$ cat config.mk
export PLATFORM = sky130hd
export DESIGN_NAME = decimating_mode_filter_history_top
export DESIGN_NICKNAME = d
export VERILOG_FILES = /design/src/design/dmf_pkg.sv /design/src/design/dmf_ram.sv /design/src/design/dmf_bins.sv /design/src/design/dmf_ring.sv /design/src/design/decimating_mode_filter_history_top.sv
export SDC_FILE = /design/constraint.sdc
export NUM_CORES = 2
export LEC_CHECK = 0
export BUFFER_PORTS_ARGS = -buffer_cell sky130_fd_sc_hd__buf_4
export CAP_MARGIN = 5
export CELL_PAD_IN_SITES_DETAIL_PLACEMENT = 1
export CELL_PAD_IN_SITES_GLOBAL_PLACEMENT = 1
export CORE_MARGIN = 5
export CORE_UTILIZATION = 55
export DETAILED_ROUTE_END_ITERATION = 8
export GPL_ROUTABILITY_DRIVEN = 0
export PLACE_DENSITY = 0.81
export REMOVE_ABC_BUFFERS = 1
export SLEW_MARGIN = 20
export SYNTH_ARGS = -nofsm -noshare
export SYNTH_HDL_FRONTEND = slang
export SYNTH_SLANG_ARGS = --single-unit
export TNS_END_PERCENT = 30
$ cat constraint.sdc
create_clock -name clock -period 75.2 [get_ports clock]
set_input_delay 0 -clock clock [delete_from_list [all_inputs] [get_ports clock]]
set_output_delay 0 -clock clock [all_outputs]
set_load 0.005 [all_outputs]
$ cat src/design/dmf_pkg.sv
// ----------------------------------------------------------------------------
// dmf_pkg
// Shared types and constants for the decimating mode filter with history.
// ----------------------------------------------------------------------------
`default_nettype none

package dmf_pkg;

   localparam logic FUNC_SAMPLE = 1'b0;
   localparam logic FUNC_READ   = 1'b1;

   localparam logic [1:0] REG_COLOUR0 = 2'd0;
   localparam logic [1:0] REG_COLOUR1 = 2'd1;
   localparam logic [1:0] REG_COLOUR2 = 2'd2;
   localparam logic [1:0] REG_COLOUR3 = 2'd3;

   localparam logic [31:0] COLOUR0_RESET = 32'hff20_2020;
   localparam logic [31:0] COLOUR1_RESET = 32'hff00_ff00;
   localparam logic [31:0] COLOUR2_RESET = 32'hff00_90e0;
   localparam logic [31:0] COLOUR3_RESET = 32'hff00_00ff;

   localparam logic [2:0] BIN_MAX = 3'd7;
   localparam int         NUM_BINS = 4;

   typedef logic [2:0] bin_type;
   typedef bin_type [NUM_BINS-1:0] bin_set_type;

   // request as it travels through the compute stage
   typedef struct packed {
      logic       func;
      logic [2:0] channel;
      logic [1:0] stage;
      logic       closes;
      logic       ch_ok;
      logic [6:0] age;
   } item_type;

   // outcome of the mode vote
   typedef struct packed {
      logic [1:0] best;
   } vote_type;

   // ring status for the request in the compute stage
   typedef struct packed {
      logic       present;
      logic [6:0] length;
   } ring_status_type;

endpackage

`default_nettype wire

$ cat src/design/dmf_ram.sv
// ----------------------------------------------------------------------------
// dmf_ram
// Generic simple dual-port RAM, one write and one registered read port.
// ----------------------------------------------------------------------------
`default_nettype none

module dmf_ram #(
   parameter int WIDTH = 8,
   parameter int DEPTH = 16
) (
   input  wire                                   clock,
   input  wire                                   wr_en,
   input  wire  [(DEPTH > 1 ? $clog2(DEPTH) : 1)-1:0] wr_addr,
   input  wire  [WIDTH-1:0]                      wr_data,
   input  wire                                   rd_en,
   input  wire  [(DEPTH > 1 ? $clog2(DEPTH) : 1)-1:0] rd_addr,
   output logic [WIDTH-1:0]                      rd_data
);

   logic [WIDTH-1:0] mem_ff [DEPTH];
   logic [WIDTH-1:0] rd_data_ff;

   always_ff @(posedge clock) begin
      if (wr_en) begin
         mem_ff[wr_addr] <= wr_data;
      end
      if (rd_en) begin
         rd_data_ff <= mem_ff[rd_addr];
      end
   end

   assign rd_data = rd_data_ff;

endmodule

`default_nettype wire

$ cat src/design/dmf_bins.sv
// ----------------------------------------------------------------------------
// dmf_bins
// Per-channel stage bins in RAM: count, saturate, vote and clear.
// ----------------------------------------------------------------------------
`default_nettype none

module dmf_bins
   import dmf_pkg::*;
#(
   parameter int NUM_CHANNELS = 8,
   parameter int CH_W         = 3
) (
   input  wire             clock,
   input  wire             reset,
   input  wire             rd_en,
   input  wire  [CH_W-1:0] rd_addr,
   input  wire             proc_en,
   input  wire  item_type  item,
   output vote_type        vote
);

   localparam int BW = NUM_BINS * 3;

   logic              valid_ff [NUM_CHANNELS];
   logic              fwd_hit_ff;
   bin_set_type       fwd_data_ff;
   logic [BW-1:0]     ram_q;
   logic              wr_en;
   logic [CH_W-1:0]   ci;
   bin_set_type       cur;
   bin_set_type       inc;
   bin_set_type       wr_bins;
   logic [1:0]        best;
   bin_type           best_cnt;

   assign ci    = item.ch_ok ? CH_W'(item.channel) : '0;
   assign wr_en = proc_en && (item.func == FUNC_SAMPLE) && item.ch_ok;

   always_comb begin
      if (fwd_hit_ff) begin
         cur = fwd_data_ff;
      end else if (valid_ff[ci]) begin
         cur = bin_set_type'(ram_q);
      end else begin
         cur = '0;
      end
      inc = cur;
      if (cur[item.stage] < BIN_MAX) begin
         inc[item.stage] = cur[item.stage] + 3'd1;
      end
      best     = 2'd0;
      best_cnt = '0;
      for (int j = 0; j < NUM_BINS; j++) begin
         if (inc[j] >= best_cnt) begin
            best     = 2'(j);
            best_cnt = inc[j];
         end
      end
      wr_bins = item.closes ? bin_set_type'('0) : inc;
   end

   assign vote.best = best;

   always_ff @(posedge clock) begin
      if (reset) begin
         for (int i = 0; i < NUM_CHANNELS; i++) begin
            valid_ff[i] <= 1'b0;
         end
         fwd_hit_ff <= 1'b0;
      end else begin
         if (wr_en) begin
            valid_ff[ci] <= 1'b1;
         end
         if (rd_en) begin
            fwd_hit_ff <= wr_en && (ci == rd_addr);
         end
      end
      if (rd_en) begin
         fwd_data_ff <= wr_bins;
      end
   end

   dmf_ram #(
      .WIDTH (BW),
      .DEPTH (NUM_CHANNELS)
   ) u_bin_ram (
      .clock   (clock),
      .wr_en   (wr_en),
      .wr_addr (ci),
      .wr_data (BW'(wr_bins)),
      .rd_en   (rd_en),
      .rd_addr (rd_addr),
      .rd_data (ram_q)
   );

endmodule

`default_nettype wire

$ cat src/design/dmf_ring.sv
// ----------------------------------------------------------------------------
// dmf_ring
// Per-channel history rings: pointer file and history RAM.
// ----------------------------------------------------------------------------
`default_nettype none

module dmf_ring
   import dmf_pkg::*;
#(
   parameter int NUM_CHANNELS = 8,
   parameter int RING_DEPTH   = 128,
   parameter int CH_W         = 3
) (
   input  wire              clock,
   input  wire              reset,
   input  wire              proc_en,
   input  wire  item_type   item,
   input  wire  vote_type   vote,
   output ring_status_type status,
   output logic [1:0]       hist_stage
);

   localparam int PTR_W = $clog2(RING_DEPTH);
   localparam int LX    = (PTR_W > 7 ? PTR_W : 7) + 1;
   localparam int HD    = NUM_CHANNELS * RING_DEPTH;
   localparam int HA_W  = HD > 1 ? $clog2(HD) : 1;

   logic [PTR_W-1:0] newest_ff [NUM_CHANNELS];
   logic [PTR_W-1:0] oldest_ff [NUM_CHANNELS];
   logic [PTR_W-1:0] newest_in;
   logic [PTR_W-1:0] oldest_in;
   logic [CH_W-1:0]  ci;
   logic [PTR_W-1:0] n;
   logic [PTR_W-1:0] o;
   logic [LX-1:0]    len;
   logic [LX-1:0]    len_out;
   logic [LX-1:0]    sum;
   logic [PTR_W-1:0] rd_ptr;
   logic             full;
   logic             push;
   logic             rd_en;
   logic             present;
   logic [HA_W-1:0]  wr_addr;
   logic [HA_W-1:0]  rd_addr;

   assign ci = item.ch_ok ? CH_W'(item.channel) : '0;
   assign n  = newest_ff[ci];
   assign o  = oldest_ff[ci];

   always_comb begin
      if (n >= o) begin
         len = LX'(n) - LX'(o);
      end else begin
         len = LX'(n) + LX'(RING_DEPTH) - LX'(o);
      end
      newest_in = (n == PTR_W'(RING_DEPTH - 1)) ? '0 : n + PTR_W'(1);
      full      = (newest_in == o);
      oldest_in = (o == PTR_W'(RING_DEPTH - 1)) ? '0 : o + PTR_W'(1);
      push      = proc_en && (item.func == FUNC_SAMPLE) && item.ch_ok && item.closes;
      present   = (item.func == FUNC_READ) && item.ch_ok && (LX'(item.age) < len);
      rd_en     = proc_en && present;
      if ((item.func == FUNC_SAMPLE) && item.closes && !full) begin
         len_out = len + LX'(1);
      end else begin
         len_out = len;
      end
      sum = LX'(n) + LX'(RING_DEPTH - 1) - LX'(item.age);
      if (sum >= LX'(RING_DEPTH)) begin
         sum = sum - LX'(RING_DEPTH);
      end
      rd_ptr  = PTR_W'(sum);
      wr_addr = HA_W'(ci) * HA_W'(RING_DEPTH) + HA_W'(n);
      rd_addr = HA_W'(ci) * HA_W'(RING_DEPTH) + HA_W'(rd_ptr);
   end

   assign status.present = present;
   assign status.length  = len_out[6:0];

   always_ff @(posedge clock) begin
      if (reset) begin
         for (int i = 0; i < NUM_CHANNELS; i++) begin
            newest_ff[i] <= '0;
            oldest_ff[i] <= '0;
         end
      end else if (push) begin
         newest_ff[ci] <= newest_in;
         if (full) begin
            oldest_ff[ci] <= oldest_in;
         end
      end
   end

   dmf_ram #(
      .WIDTH (2),
      .DEPTH (HD)
   ) u_hist_ram (
      .clock   (clock),
      .wr_en   (push),
      .wr_addr (wr_addr),
      .wr_data (vote.best),
      .rd_en   (rd_en),
      .rd_addr (rd_addr),
      .rd_data (hist_stage)
   );

endmodule

`default_nettype wire

$ cat src/design/decimating_mode_filter_history_top.sv
// ----------------------------------------------------------------------------
// decimating_mode_filter_history_top
// Per-channel stage mode filter with decimation into history rings.
//
//   Channel  Direction  Payload
//   req_     in         tdata: channel, stage, new_round, age; tuser: func
//   rsp_     out        tdata: picked_stage, colour, history_length;
//                       tuser: emitted, present
//   csr_     in         colour register writes, index 0..3
//
// One request per cycle while the pipeline advances. A request passes the bin
// RAM read, the compute stage with the history RAM read, and the colour lookup
// into the response register. Reset is synchronous; no clearing pass.
// A waiting response with rsp_tready low freezes the whole pipeline and holds
// req_tready low.
// ----------------------------------------------------------------------------
`default_nettype none

module decimating_mode_filter_history_top
   import dmf_pkg::*;
#(
   parameter int NUM_CHANNELS = 8,
   parameter int RING_DEPTH   = 128,
   parameter int DECIMATION   = 4
) (
   input  wire         clock,
   input  wire         reset,
   input  wire         req_tvalid,
   output logic        req_tready,
   input  wire  [15:0] req_tdata,  // channel[2:0], stage[4:3], new_round[5], age[12:6]
   input  wire  [0:0]  req_tuser,  // func[0]
   output logic        rsp_tvalid,
   input  wire         rsp_tready,
   output logic [47:0] rsp_tdata,  // picked_stage[1:0], colour[33:2], history_length[40:34]
   output logic [1:0]  rsp_tuser,  // emitted[0], present[1]
   input  wire         csr_wr_en,
   input  wire  [1:0]  csr_addr,
   input  wire  [31:0] csr_wdata
);

   localparam int CH_W = NUM_CHANNELS > 1 ? $clog2(NUM_CHANNELS) : 1;
   localparam int PH_W = DECIMATION > 1 ? $clog2(DECIMATION) : 1;

   logic [31:0]     colour_ff [4];
   logic [PH_W-1:0] phase_ff;
   logic [PH_W-1:0] phase_in;

   logic            advance;
   logic            accept;
   item_type        req_item;

   logic            s1_valid_ff;
   item_type        s1_item_ff;
   vote_type        vote;
   ring_status_type status;
   logic [1:0]      hist_stage;

   logic            s2_valid_ff;
   logic            s2_read_ff;
   logic            s2_emitted_ff;
   logic            s2_present_ff;
   logic [1:0]      s2_best_ff;
   logic [6:0]      s2_len_ff;
   logic [1:0]      pick_in;

   logic            rsp_valid_ff;
   logic            rsp_emitted_ff;
   logic            rsp_present_ff;
   logic [1:0]      rsp_pick_ff;
   logic [31:0]     rsp_colour_ff;
   logic [6:0]      rsp_len_ff;

   assign advance    = !rsp_valid_ff || rsp_tready;
   assign req_tready = advance;
   assign accept     = req_tvalid && advance;

   always_comb begin
      phase_in = phase_ff;
      if ((req_tuser[0] == FUNC_SAMPLE) && req_tdata[5]) begin
         phase_in = (phase_ff == PH_W'(DECIMATION - 1)) ? '0 : phase_ff + PH_W'(1);
      end
      req_item.func    = req_tuser[0];
      req_item.channel = req_tdata[2:0];
      req_item.stage   = req_tdata[4:3];
      req_item.closes  = (phase_in == '0);
      req_item.ch_ok   = (32'(req_tdata[2:0]) < NUM_CHANNELS);
      req_item.age     = req_tdata[12:6];
   end

   always_ff @(posedge clock) begin
      if (reset) begin
         colour_ff[0] <= COLOUR0_RESET;
         colour_ff[1] <= COLOUR1_RESET;
         colour_ff[2] <= COLOUR2_RESET;
         colour_ff[3] <= COLOUR3_RESET;
      end else if (csr_wr_en) begin
         unique case (csr_addr)
            REG_COLOUR0: colour_ff[0] <= csr_wdata;
            REG_COLOUR1: colour_ff[1] <= csr_wdata;
            REG_COLOUR2: colour_ff[2] <= csr_wdata;
            REG_COLOUR3: colour_ff[3] <= csr_wdata;
            default:     colour_ff[0] <= colour_ff[0];
         endcase
      end
   end

   dmf_bins #(
      .NUM_CHANNELS (NUM_CHANNELS),
      .CH_W         (CH_W)
   ) u_bins (
      .clock   (clock),
      .reset   (reset),
      .rd_en   (accept),
      .rd_addr (CH_W'(req_tdata[2:0])),
      .proc_en (advance && s1_valid_ff),
      .item    (s1_item_ff),
      .vote    (vote)
   );

   dmf_ring #(
      .NUM_CHANNELS (NUM_CHANNELS),
      .RING_DEPTH   (RING_DEPTH),
      .CH_W         (CH_W)
   ) u_ring (
      .clock      (clock),
      .reset      (reset),
      .proc_en    (advance && s1_valid_ff),
      .item       (s1_item_ff),
      .vote       (vote),
      .status     (status),
      .hist_stage (hist_stage)
   );

   always_comb begin
      if (s2_read_ff) begin
         pick_in = s2_present_ff ? hist_stage : 2'd0;
      end else begin
         pick_in = s2_emitted_ff ? s2_best_ff : 2'd0;
      end
   end

   always_ff @(posedge clock) begin
      if (reset) begin
         phase_ff     <= '0;
         s1_valid_ff  <= 1'b0;
         s2_valid_ff  <= 1'b0;
         rsp_valid_ff <= 1'b0;
      end else if (advance) begin
         phase_ff     <= accept ? phase_in : phase_ff;
         s1_valid_ff  <= accept;
         s2_valid_ff  <= s1_valid_ff;
         rsp_valid_ff <= s2_valid_ff;
      end
      if (advance) begin
         s1_item_ff     <= req_item;
         s2_read_ff     <= (s1_item_ff.func == FUNC_READ);
         s2_emitted_ff  <= (s1_item_ff.func == FUNC_SAMPLE) && s1_item_ff.ch_ok
                           && s1_item_ff.closes;
         s2_present_ff  <= status.present;
         s2_best_ff     <= vote.best;
         s2_len_ff      <= s1_item_ff.ch_ok ? status.length : 7'd0;
         rsp_emitted_ff <= s2_emitted_ff;
         rsp_present_ff <= s2_read_ff && s2_present_ff;
         rsp_pick_ff    <= pick_in;
         rsp_colour_ff  <= colour_ff[pick_in];
         rsp_len_ff     <= s2_len_ff;
      end
   end

   assign rsp_tvalid = rsp_valid_ff;
   assign rsp_tdata  = {7'd0, rsp_len_ff, rsp_colour_ff, rsp_pick_ff};
   assign rsp_tuser  = {rsp_present_ff, rsp_emitted_ff};

endmodule

`default_nettype wire
==> results.toml <==
[status]
outcome = "finished, final reports clean"

[sta]
period_share_pct = 15.4
relSlewSlack_pct = 19.7
tightestPinTransition_ps = 1200
rsz0062_at_grt = "false"
report.final.hold_viol_count = 0
hold_slack_ps = 76.2
finClkSkew_ps = 23.1
fin_setup_tns_ps = 0
min_period_ps = 11580
setup_viol = 0
fmax_mhz = 86.4
drv_slew = 0

[power]
leakagePower_nw = 34.8
p_int_mw = 2.41
power.density_mw_per_mm2 = 28.9
pwr-share-seq_pct = 47.1
peakVddDrop_mv = 0.0269
p_clk_share_pct = 35.2
p_sw_share_pct = 27.9
combPwrFrac_pct = 17.7
p_sw_mw = 0.933

[drt]
drc = 0
top_layer_used = "met5"
dr.pass1.iters = 6
viasPerCell = 6.66
wl_met1_um = 107000
wire_per_inst_um = 33.4
vias = 60600
postRouteAntennaNets = 0
wl_met3_um = 30600
wl_met2_um = 150000
drt_first_iter_violations = 7872
drt_wl_total_um = 304000

[clock_tree]
cts_buffers = 237
h-tree-depth = 4
cts_tree = "yes"
clkLatencyLatePin_ps = 900
post_cts_buffers = 0
cts_buffer_depth = 3
cts-root-buf = "clkbuf_16"
cts_resized = 0
clk_pin_slew_worst_paths_ps = 70
clkSinkCount = 2496
ctsHoldBuffers = 104

[critical_path]
critPathRequiredTime_ps = 75740
rrSetupSlack_ps = 63620
cp_slowest_cell = "buf_4"
critPathMaxFanout = 105
cp-start-kind = "flop"
critPathBufInv = 5
crit_path_end_kind = "flop"
max_stage_delay_ps = 940
crit_family = "buffers and inverters"
cp.arrival_ps = 12120
worstSetupPathType = "flop to flop"

[logic_synthesis]
syn_area_sq_mm = 0.104
yosys.area.top_type = "edfxtp_1"
synth_edf_count = 2479
synth.area.top_cells = "edfxtp_1 72%, mux4_2 13%, nor2_1 4.4%, nand2_1 2.0%, clkbuf_1 1.2%"
synthFlopType = "edfxtp_1"
synth_warnings = 0
synthesis.instances = 6320
synth.distinct_cells = 85
synth-async-reset-ratio_pct = 0
syn_avg_cell_area_sq_um = 16.4
yosys.area.top_type_share_pct = 71.6
ys_seq_elements = 2496
synth_seq_area_share_pct = 72.0

[hold_path]
hold_class = "primary input to flop"
holdCritStartpoint = "csr_wdata[23]"

[global_routing]
antenna_found_initial = 10
grt_usage_pct = 30.6
grt_pass1_vias = 63800
grt_pass1_wl_um = 441000
overflow = 0
grt_start_max_net_pins = 271

[placement]
dpl_cell_area_sq_mm = 0.107
place_hpwl_um = 163000
dp.cells = 8540
io_buffers = 97

[flow_run]
drv_cap = 0

[floorplan]
die_x_um = 445
die-area_sq_mm = 0.198
chipHeight_um = 445
start_util_pct = 55.3
rows = 159
io_pins = 108
core_sq_mm = 0.188

[layout]
nFillCells = 16300
fin_area_sq_mm = 0.116
layoutNonFillerInstCount = 9092
synthToLayoutAreaGrowth_pct = 11.3
multi_input_area_sq_mm = 0.0272
post-route-util_pct = 61.6
drive_gt1_share_pct = 19.8
layout.nets = 6482
seqCellArea_sq_mm = 0.0748
-- cells by family after synthesis --
logic type | after synthesis | share of synthesized area [%]
adders and majority gates | 38 | 0.472
AOI/OAI and AO/OA | 318 | 2.21
buffers and inverters | 542 | 2.18
DFF | 2496 | 72.0
xor gates and xnor gates | 33 | 0.278
other | 1 | 0.00361
muxes | 726 | 14.1
and+or+nand+nor | 2166 | 8.79
-- synth_stat cells (47+ instances only) --
| cell type | number |
|---|---|
| clkbuf_1 | 319 |
| nand4_1 | 80 |
| mux2i_1 | 106 |
| and2_1 | 101 |
| edfxtp_1 | 2479 |
| buf_2 | 67 |
| nand2b_1 | 61 |
| buf_1 | 81 |
| mux4_2 | 584 |
| nor2_1 | 1219 |
| nand2_1 | 544 |
| a21oi_1 | 55 |
| a31oi_1 | 48 |
| a32oi_1 | 47 |
-- routing by layer --
layer	global-route usage (%)	vias up
met2	50.6	3795
met1	39.8	31700
li1	-	24300
met4	13.8	4
met5	0	-
met3	6.17	815
-- area by class of cell --
cell class              instances  share of cell area [%]
repair buffers                321                    2.43
clock buffers                 291                    5.41
inverters                      44                   0.144
diodes                          4                 0.00866
flip-flops and latches       2496                    64.7
multi-input cells            3288                    23.5
well taps                    2495                    2.70
clock inverters               153                    1.10
-- cell usage in the layout (no fill, tap or decap), types with 61 or more instances in the layout --
master	count
buf_4	204
edfxtp_1	2479
mux4_2	584
dlygate4sd3_1	104
clkbuf_16	241
nand2b_1	61
mux2i_1	106
nand4_1	80
nand2_1	490
nor2_1	1208
and2_1	103
-- power groups by stage --
| stage | clock (mW) | sequential, mW | combinational (mW) |
|---|---|---|---|
| floorplan | 0 | 1.69 | 0.570 |
| global placement | 0 | 1.60 | 0.551 |
| detailed placement | 0 | 1.61 | 0.568 |
| CTS | 1.18 | 1.58 | 0.580 |
| global route | 1.26 | 1.58 | 0.612 |
| finish | 1.18 | 1.58 | 0.592 |
-- flip-flops by register name (all words and copies together) (netlist names), 7 cells and up, named ones only --
register                  cells
colour_ff                   128
rsp_colour_ff                32
rsp_len_ff                    7
s1_item_ff                   14
s2_len_ff                     7
u_bins.fwd_data_ff           12
u_bins.u_bin_ram.mem_ff      96
u_bins.u_bin_ram.rd_data     12
u_bins.valid_ff               8
u_ring.newest_ff             56
u_ring.oldest_ff             56
u_ring.u_hist_ram.mem_ff   2048
-- worst paths after layout --
kind | end | cells after the start
max | u_ring.u_hist_ram.mem_ff[961][1]$_DFFE_PP_ | 28
min | colour_ff[1][23]$_SDFFCE_PN0P_ | 3
max reg2reg | u_ring.u_hist_ram.mem_ff[961][1]$_DFFE_PP_ | 28
min reg2reg | rsp_len_ff[5]$_DFFE_PN_ | 0
-- worst register-to-register path: cells and delay by family, from the launching register on --
family | cells | cell delay [ps]
compound gates | 9 | 2700
xor+xnor | 1 | 180
fa+ha+maj | 3 | 880
buf+inv | 5 | 3460
flops | 1 | 310
mux | 4 | 1640
simple gates | 6 | 1990
-- stage by stage --
| step | worst slack [ps] | total power [mW] |
|---|---|---|
| 2_1_floorplan | 21890 | 2.26 |
| 3_3_place_gp | 64350 | 2.16 |
| 3_5_place_dp | 63980 | 2.17 |
| 4_1_cts | 63860 | 3.34 |
| 5_1_grt | 63120 | 3.45 |
| 6_report | 63620 | 3.35 |
Power figures use the tool's default switching activity.
